## src/rtl/core/i2crts_pkg.sv

```systemverilog
package i2crts_pkg;

  // Command codes
  localparam logic [1:0] CMD_WRITE = 2'd0;
  localparam logic [1:0] CMD_READ  = 2'd1;
  localparam logic [1:0] CMD_EVENT = 2'd2;

  // Engine status codes, low three bits masked off
  localparam logic [7:0] STATUS_MASK     = 8'hF8;
  localparam logic [7:0] ST_START        = 8'h08;
  localparam logic [7:0] ST_REP_START    = 8'h10;
  localparam logic [7:0] ST_MT_SLA_ACK   = 8'h18;
  localparam logic [7:0] ST_MT_DATA_ACK  = 8'h28;
  localparam logic [7:0] ST_MR_SLA_ACK   = 8'h40;
  localparam logic [7:0] ST_MR_DATA_ACK  = 8'h50;
  localparam logic [7:0] ST_MR_DATA_NACK = 8'h58;

  // Bus actions
  localparam logic [2:0] ACT_NONE  = 3'd0;
  localparam logic [2:0] ACT_START = 3'd1;
  localparam logic [2:0] ACT_SEND  = 3'd2;
  localparam logic [2:0] ACT_RACK  = 3'd3;
  localparam logic [2:0] ACT_RNACK = 3'd4;
  localparam logic [2:0] ACT_STOP  = 3'd5;

  // Completion codes; an error reports the phase it failed in
  localparam logic [3:0] RES_OK         = 4'd0;
  localparam logic [3:0] RES_START      = 4'd1;
  localparam logic [3:0] RES_ADDR_W     = 4'd2;
  localparam logic [3:0] RES_REG        = 4'd3;
  localparam logic [3:0] RES_DATA       = 4'd4;
  localparam logic [3:0] RES_REP_START  = 4'd5;
  localparam logic [3:0] RES_ADDR_R     = 4'd6;
  localparam logic [3:0] RES_DATA_ACK   = 4'd7;
  localparam logic [3:0] RES_LAST_NACK  = 4'd8;

  localparam int SLAVE_ADDR_W = 7;

  typedef enum logic [8:0] {
    PH_IDLE   = 9'b000000001,
    PH_START  = 9'b000000010,
    PH_SLAW   = 9'b000000100,
    PH_REG    = 9'b000001000,
    PH_DATA   = 9'b000010000,
    PH_RSTART = 9'b000100000,
    PH_SLAR   = 9'b001000000,
    PH_DACK   = 9'b010000000,
    PH_DNACK  = 9'b100000000
  } phase_t;

  typedef struct packed {
    phase_t     phase;
    logic       is_read;
    logic [7:0] saved_register;
    logic [7:0] saved_data;
    logic [7:0] bytes_left;
  } seq_state_t;

  typedef struct packed {
    logic [1:0] cmd;
    logic [7:0] reg_addr;
    logic [7:0] write_data;
    logic [7:0] read_length;
    logic [7:0] bus_status;
    logic [7:0] rx_byte;
  } in_item_t;

  typedef struct packed {
    logic [2:0] bus_action;
    logic [7:0] tx_byte;
    logic       read_valid;
    logic [7:0] read_byte;
    logic       done_res;
    logic [3:0] result_code;
    logic       rejected;
  } out_item_t;

endpackage

```

## src/rtl/core/i2crts_step.sv

```systemverilog
module i2crts_step (
  input  i2crts_pkg::seq_state_t                     state,
  input  i2crts_pkg::in_item_t                       item,
  input  logic [i2crts_pkg::SLAVE_ADDR_W-1:0]        dev_addr,
  output i2crts_pkg::seq_state_t                     state_next,
  output i2crts_pkg::out_item_t                      res
);
  import i2crts_pkg::*;

  logic [7:0] st;
  logic       ok;
  logic [7:0] bytes_dec;
  logic [3:0] err_code;

  assign st        = item.bus_status & STATUS_MASK;
  assign bytes_dec = state.bytes_left - 8'd1;

  always_comb begin
    state_next = state;
    res        = '0;
    ok         = 1'b1;
    err_code   = RES_OK;

    if (item.cmd == CMD_WRITE || item.cmd == CMD_READ) begin
      if (state.phase != PH_IDLE) begin
        res.rejected = 1'b1;
      end else begin
        state_next.phase          = PH_START;
        state_next.is_read        = item.cmd[0];
        state_next.saved_register = item.reg_addr;
        state_next.saved_data     = item.write_data;
        // zero length reads one byte
        state_next.bytes_left     = (item.read_length == 8'd0) ? 8'd1 : item.read_length;
        res.bus_action            = ACT_START;
      end
    end else if (item.cmd != CMD_EVENT || state.phase == PH_IDLE) begin
      res.rejected = 1'b1;
    end else begin
      unique case (state.phase)
        PH_START: begin
          ok       = (st == ST_START) || (st == ST_REP_START);
          err_code = RES_START;
          state_next.phase = PH_SLAW;
          res.bus_action   = ACT_SEND;
          res.tx_byte      = {dev_addr, 1'b0};
        end
        PH_SLAW: begin
          ok       = (st == ST_MT_SLA_ACK);
          err_code = RES_ADDR_W;
          state_next.phase = PH_REG;
          res.bus_action   = ACT_SEND;
          res.tx_byte      = state.saved_register;
        end
        PH_REG: begin
          ok       = (st == ST_MT_DATA_ACK);
          err_code = RES_REG;
          if (state.is_read) begin
            state_next.phase = PH_RSTART;
            res.bus_action   = ACT_START;
          end else begin
            state_next.phase = PH_DATA;
            res.bus_action   = ACT_SEND;
            res.tx_byte      = state.saved_data;
          end
        end
        PH_DATA: begin
          ok       = (st == ST_MT_DATA_ACK);
          err_code = RES_DATA;
          state_next.phase = PH_IDLE;
          res.bus_action   = ACT_STOP;
          res.done_res     = 1'b1;
        end
        PH_RSTART: begin
          ok       = (st == ST_REP_START);
          err_code = RES_REP_START;
          state_next.phase = PH_SLAR;
          res.bus_action   = ACT_SEND;
          res.tx_byte      = {dev_addr, 1'b1};
        end
        PH_SLAR: begin
          ok       = (st == ST_MR_SLA_ACK);
          err_code = RES_ADDR_R;
          state_next.phase = (state.bytes_left >= 8'd2) ? PH_DACK : PH_DNACK;
          res.bus_action   = (state.bytes_left >= 8'd2) ? ACT_RACK : ACT_RNACK;
        end
        PH_DACK: begin
          ok       = (st == ST_MR_DATA_ACK);
          err_code = RES_DATA_ACK;
          state_next.bytes_left = bytes_dec;
          state_next.phase = (bytes_dec >= 8'd2) ? PH_DACK : PH_DNACK;
          res.bus_action   = (bytes_dec >= 8'd2) ? ACT_RACK : ACT_RNACK;
          res.read_valid   = 1'b1;
          res.read_byte    = item.rx_byte;
        end
        PH_DNACK: begin
          ok       = (st == ST_MR_DATA_NACK);
          err_code = RES_LAST_NACK;
          state_next.bytes_left = 8'd0;
          state_next.phase = PH_IDLE;
          res.bus_action   = ACT_STOP;
          res.read_valid   = 1'b1;
          res.read_byte    = item.rx_byte;
          res.done_res     = 1'b1;
        end
        default: begin
          // corrupt phase: drop back to idle and refuse
          state_next.phase = PH_IDLE;
          res.rejected     = 1'b1;
        end
      endcase

      if (!ok) begin
        // status mismatch: end without stop, keep everything but the phase
        state_next             = state;
        state_next.phase       = PH_IDLE;
        res                    = '0;
        res.done_res           = 1'b1;
        res.result_code        = err_code;
      end
    end
  end

endmodule

```

## src/rtl/core/i2c_register_transaction_sequencer.sv

```systemverilog
// Register write and burst read sequencer for a byte-level I2C bus engine.
// Every input item (a write command, a read command or an engine status
// event) produces exactly one result item giving the next bus action, any
// received byte and, on the last item of a transaction, a done flag with a
// completion code. An item is taken into an input register, evaluated against
// the transaction state in one pass of logic and stored in the result
// register, so a new item is accepted every cycle unless the output stalls.
// The result register lets the next item enter while a finished result is
// still stalled. Write the slave address only while no item is in flight.
module i2c_register_transaction_sequencer (
  input  logic                                 clk,
  input  logic                                 rst,
  input  logic                                 in_valid,
  output logic                                 in_stall,
  input  i2crts_pkg::in_item_t                 in_data,
  output logic                                 out_valid,
  input  logic                                 out_stall,
  output i2crts_pkg::out_item_t                out_data,
  input  logic                                 cfg_valid,
  output logic                                 cfg_ready,
  input  logic [i2crts_pkg::SLAVE_ADDR_W-1:0]  cfg_data
);
  import i2crts_pkg::*;

  logic [SLAVE_ADDR_W-1:0] dev_addr;
  seq_state_t              state;
  seq_state_t              state_next;
  logic                    s1_valid;
  in_item_t                s1_item;
  out_item_t               step_res;
  logic                    s1_fire;

  assign cfg_ready = 1'b1;
  assign s1_fire   = s1_valid && (!out_valid || !out_stall);
  assign in_stall  = s1_valid && !s1_fire;

  always_ff @(posedge clk) begin
    if (rst) begin
      dev_addr <= '0;
    end else if (cfg_valid && cfg_ready) begin
      dev_addr <= cfg_data;
    end
  end

  // input register
  always_ff @(posedge clk) begin
    if (rst) begin
      s1_valid <= 1'b0;
    end else if (in_valid && !in_stall) begin
      s1_valid <= 1'b1;
    end else if (s1_fire) begin
      s1_valid <= 1'b0;
    end
  end

  always_ff @(posedge clk) begin
    if (in_valid && !in_stall) begin
      s1_item <= in_data;
    end
  end

  i2crts_step u_step (
    .state         (state),
    .item          (s1_item),
    .dev_addr      (dev_addr),
    .state_next    (state_next),
    .res           (step_res)
  );

  // advance the transaction state only when the item moves on
  always_ff @(posedge clk) begin
    if (rst) begin
      state.phase          <= PH_IDLE;
      state.is_read        <= 1'b0;
      state.saved_register <= '0;
      state.saved_data     <= '0;
      state.bytes_left     <= '0;
    end else if (s1_fire) begin
      state <= state_next;
    end
  end

  // result register
  always_ff @(posedge clk) begin
    if (rst) begin
      out_valid <= 1'b0;
    end else if (s1_fire) begin
      out_valid <= 1'b1;
    end else if (!out_stall) begin
      out_valid <= 1'b0;
    end
  end

  always_ff @(posedge clk) begin
    if (s1_fire) begin
      out_data <= step_res;
    end
  end

  a_done_to_idle: assert property (@(posedge clk) disable iff (rst)
    (s1_fire && step_res.done_res) |=> (state.phase == PH_IDLE))
    else $error("transaction end did not return to idle");

  a_read_phase: assert property (@(posedge clk) disable iff (rst)
    (s1_fire && step_res.read_valid) |->
      (state.phase == PH_DACK || state.phase == PH_DNACK))
    else $error("read byte outside a receive phase");

  a_stall_held: assert property (@(posedge clk) disable iff (rst)
    in_stall |-> s1_valid)
    else $error("input stalled with an empty input register");

  a_fire_shows: assert property (@(posedge clk) disable iff (rst)
    s1_fire |=> out_valid)
    else $error("evaluated item not shown on the output");

endmodule

```

## config.mk

```make
export PLATFORM = sky130hd
export DESIGN_NAME = i2c_register_transaction_sequencer
export DESIGN_NICKNAME = d
export VERILOG_FILES = /design/src/rtl/core/i2crts_pkg.sv /design/src/rtl/core/i2crts_step.sv /design/src/rtl/core/i2c_register_transaction_sequencer.sv
export SDC_FILE = /design/constraint.sdc
export NUM_CORES = 1
export LEC_CHECK = 0
export BUFFER_PORTS_ARGS = -buffer_cell sky130_fd_sc_hd__clkbuf_2
export CAP_MARGIN = 30
export CORE_MARGIN = 8
export CORE_UTILIZATION = 50
export DETAILED_ROUTE_END_ITERATION = 8
export GPL_ROUTABILITY_DRIVEN = 0
export PLACE_DENSITY = 0.77
export SLEW_MARGIN = 20
export SYNTH_ARGS = -nofsm -noshare
export SYNTH_HDL_FRONTEND = slang
export SYNTH_SLANG_ARGS = --single-unit
```

## constraint.sdc

```tcl
create_clock -name clk -period 2.9 [get_ports clk]
set_clock_uncertainty 0.15 [all_clocks]
set_input_delay 0 -clock clk [delete_from_list [all_inputs] [get_ports clk]]
set_output_delay 0 -clock clk [all_outputs]
set_load 0.05 [all_outputs]
```

==> results by group <==
Pwr
  – Pwr Density: approximately 500 mW/mm²
  – Worst ir drop on vdd: a little under 400 µV
  – Register share of total power: a little over half
  – Comb pwr share: a little under an eighth
  – Pint: around 2.4 mW
  – Clock power share: 33.4%
  – Switching share of total power: between 20 and 30%
  – Switching power: about 0.81 mW
  – Pleak: around 2.5 nW

Placed design
  – Dpl ws: just over 0.09 ns
  – DPL Wire Length: around 7.8 mm
  – IO Port Bufs: approximately 80

Critical path
  – Reg2reg setup slack: 0.12 ns
  – CP Launch Type: register
  – Crit Path Max Fanout: 12
  – Worst flop-to-flop path endpoint: out_data[8]
  – CP Data Required Time: ~2.9 ns
  – Setup crit end: out_data[8]
  – Critical path arrival: between 2 and 3 ns
  – Slowest CP cell: dfxtp_1
  – Critical path endpoint category: register
  – Worst path max stage delay: 0.42 ns
  – R2R Path Start: state[25]
  – Critical path type: reg -> reg
  – Critical-path cell list: nor3_4 > buf_4 > nand3_1 > and4b_1 > nor3_2 > o41a_4 > a21o_4 > nor2_8 > and2_1
  – Crit path from: state[25]
  – Reg2Reg Depth: 9

Logic synthesis
  – Synth async-reset ratio: 0%
  – Synth area leaders: edfxtp_1 40%, dfxtp_1 18%, nand2_1 4.5%, nor2_1 3.7%, a21oi_1 3.0%
  – Synth Register Bits: approximately 110
  – EDFF count, synth: 65
  – Synth warnings: 0
  – Mapped Nets: roughly 500
  – Mapped Area: 0.00483 mm²
  – Prevailing post-synth register cell: edfxtp_1
  – Post-synthesis sequential area ratio: 58.3%
  – Syn Area/Cell: approximately 11 µm²
  – Synth unique cells: between 60 and 70
  – Post-Synthesis Cells: around 440
  – Top-area cell type share of the netlist area: roughly two fifths
  – Leading area contributor after synthesis: edfxtp_1

Floorplanning
  – Die Area: 0.0131 mm²
  – Starting Density: 50.3%
  – Standard-cell rows: 36
  – Die Y: 114 µm
  – Core Area: between 0.009 and 0.01 mm²
  – Top Ports: 83
  – DIE WIDTH: 114 µm

Status
  – Status: finished clean

Timing
  – Post-layout min period: ~2.8 ns
  – Pins Over Slew Limit: 0
  – Final setup violation count: 0
  – Final WS setup: 0.117 ns
  – Fmax: 0.359 GHz
  – Worst-margin pin slew: roughly 0.52 ns
  – Relative slew slack: 65.2%
  – Period utilization: between 90% and 100%
  – Fin Setup TNS: 0 ns
  – Final Hold Viols: 0

Drt
  – First-pass detailed-route iteration total: 7
  – Routed WL per cell: 17.1 µm
  – Detailed-route DRC error count: 0
  – Routed vias: 4,121
  – Initial DRC count: approximately 400
  – WL final: around 13 mm
  – Antenna-violating nets left: 0
  – Vias per cell: between 5 and 6

Global routing
  – Global Route Usage Sum: 19.5%
  – Initial antenna violation count: 0
  – Largest net degree at the start of global routing: 40
  – First-pass GRT wire length: 19.9 mm
  – Vias in the first global route: ~4,100
  – Total gr overflow: 0

CTS
  – Clk slew on worst S/H paths: about 0.11 ns
  – Clock Latency Late Sink: 0.38 ns
  – Root Driver: clkbuf_8
  – H-tree levels: 3
  – Clk buf depth: 2
  – CTS tree: built
  – Sink Count: 108
  – CTS buffer count: 9

Job
  – Max-cap violations: 0

Finish
  – # nets final: 651
  – Layout cells sized above 1: around a quarter
  – Area Overhead vs Synth: 31.5%
  – Ant. Diodes: 0

Min path
  – Min-delay worst type: in -> reg
==> layout make-up <==
type / instances / area, µm²
fillers: 694 / 3250
clock buffers: 9 / 124
flip-flops and latches: 108 / 2820
repair buffers: 167 / 1220
inverters: 9 / 33.8
multi-input cells: 299 / 1880
clock inverters: 7 / 104
well taps: 133 / 166
==> metal layers <==
metal  global-route usage [%]  share of wire (%)  up-vias
met5                        0                  0        -
met4                     9.23                3.1        0
met3                     3.74                7.8       36
met2                     33.8                 51      230
met1                     22.7                 38     1935
li1                         -                  -     1920
==> how the worst min path moves through the flow <==
stage	start	cells after the start	to	slack [ns]
3_3_place_gp	in_data[34]	1	s1_item[34]	0.03
6_report	in_data[24]	2	s1_item[24]	0.18
3_5_place_dp	in_data[31]	1	s1_item[31]	0.03
4_1_cts	in_data[33]	2	s1_item[33]	0.17
2_1_floorplan	in_data[0]	0	s1_item[0]	-0.05
5_1_grt	in_data[20]	2	s1_item[20]	0.17
==> sequential cells by signal (all words and copies together), names as in the netlist <==
| signal | count |
|---|---|
| s1_item | 39 |
| state | 34 |
| out_data | 26 |
| dev_addr | 7 |
| out_valid | 1 |
| s1_valid | 1 |
==> metrics by stage <==
step,utilization [%],cells,hold WS (ns),instance area [µm²],power (mW)
2_1_floorplan,-,438,-0.0511,4830,1.96
3_3_place_gp,56.1,644,0.0272,5380,2.05
3_5_place_dp,56.1,644,0.0286,5380,2.05
4_1_cts,65.3,725,0.167,6260,3.15
5_1_grt,66.2,732,0.166,6350,3.28
6_report,66.2,732,0.176,6350,3.17
==> Yosys cell counts (3+ instances only) <==
library cell	n
a31oi_1	6
clkbuf_1	9
nor2b_1	5
edfxtp_1	65
dfxtp_1	43
nor4_1	5
nand3_1	11
nand3b_1	3
a21oi_2	3
buf_2	3
a32oi_1	5
nor2_1	48
o21ai_1	5
o21ai_0	18
buf_4	3
buf_6	6
or4_1	4
nor3_1	8
mux2i_1	7
a222oi_1	6
o311ai_0	5
a21oi_1	29
xor2_1	6
ha_1	3
nor4b_1	3
a22oi_1	3
inv_1	9
and3_1	4
and2_1	9
nand2b_1	5
nand2_1	58
nor3b_1	3
==> power groups by stage <==
stage | registers, mW | logic, mW | clock network (mW)
3_3_place_gp | 1.77 | 0.276 | 0
4_1_cts | 1.74 | 0.355 | 1.06
3_5_place_dp | 1.77 | 0.283 | 0
6_report | 1.74 | 0.373 | 1.06
2_1_floorplan | 1.82 | 0.139 | 0
5_1_grt | 1.74 | 0.402 | 1.13
==> critical path: cells and delay by family (launching register included) <==
kind	cells	cell delay, ns
DFF	1	0.42
AOI/OAI and AO/OA	2	0.51
and+or+nand+nor	6	1.30
buffers and inverters	1	0.17
==> placed cells by master, fill, tap and decap left out, types with 7 or more instances in the layout <==
master / synthesis / layout
a21oi_1: 29 / 29
edfxtp_1: 65 / 65
nor2_1: 48 / 46
and2_1: 9 / 9
mux2i_1: 7 / 7
o21ai_0: 18 / 18
clkbuf_2: 0 / 78
nand2_1: 58 / 58
inv_1: 9 / 9
dfxtp_1: 43 / 39
nand3_1: 11 / 11
dlygate4sd3_1: 0 / 65
clkbuf_8: 0 / 9
buf_4: 3 / 24
==> what timing repair did <==
action,4_1_cts,5_1_grt
resized for setup,0,10
hold endpoints to repair,65,0
buffers inserted,0,7
endpoints found under the setup margin,0,18
hold buffers,65,0
==> logic make-up (layout without fill, tap and decap cells) <==
logic type | after synthesis | count (layout) | synth area share [%]
buffers and inverters | 31 | 192 | 3.65
AND/OR/NAND/NOR | 183 | 183 | 20.2
flip-flops | 108 | 108 | 58.3
XOR/XNOR | 8 | 8 | 1.45
AO/OA/AOI/OAI | 97 | 97 | 14.1
adder cells (fa/ha/maj) | 3 | 3 | 0.777
other | 1 | 1 | 0.0777
multiplexers | 7 | 7 | 1.45
Power figures use the tool's default switching activity.
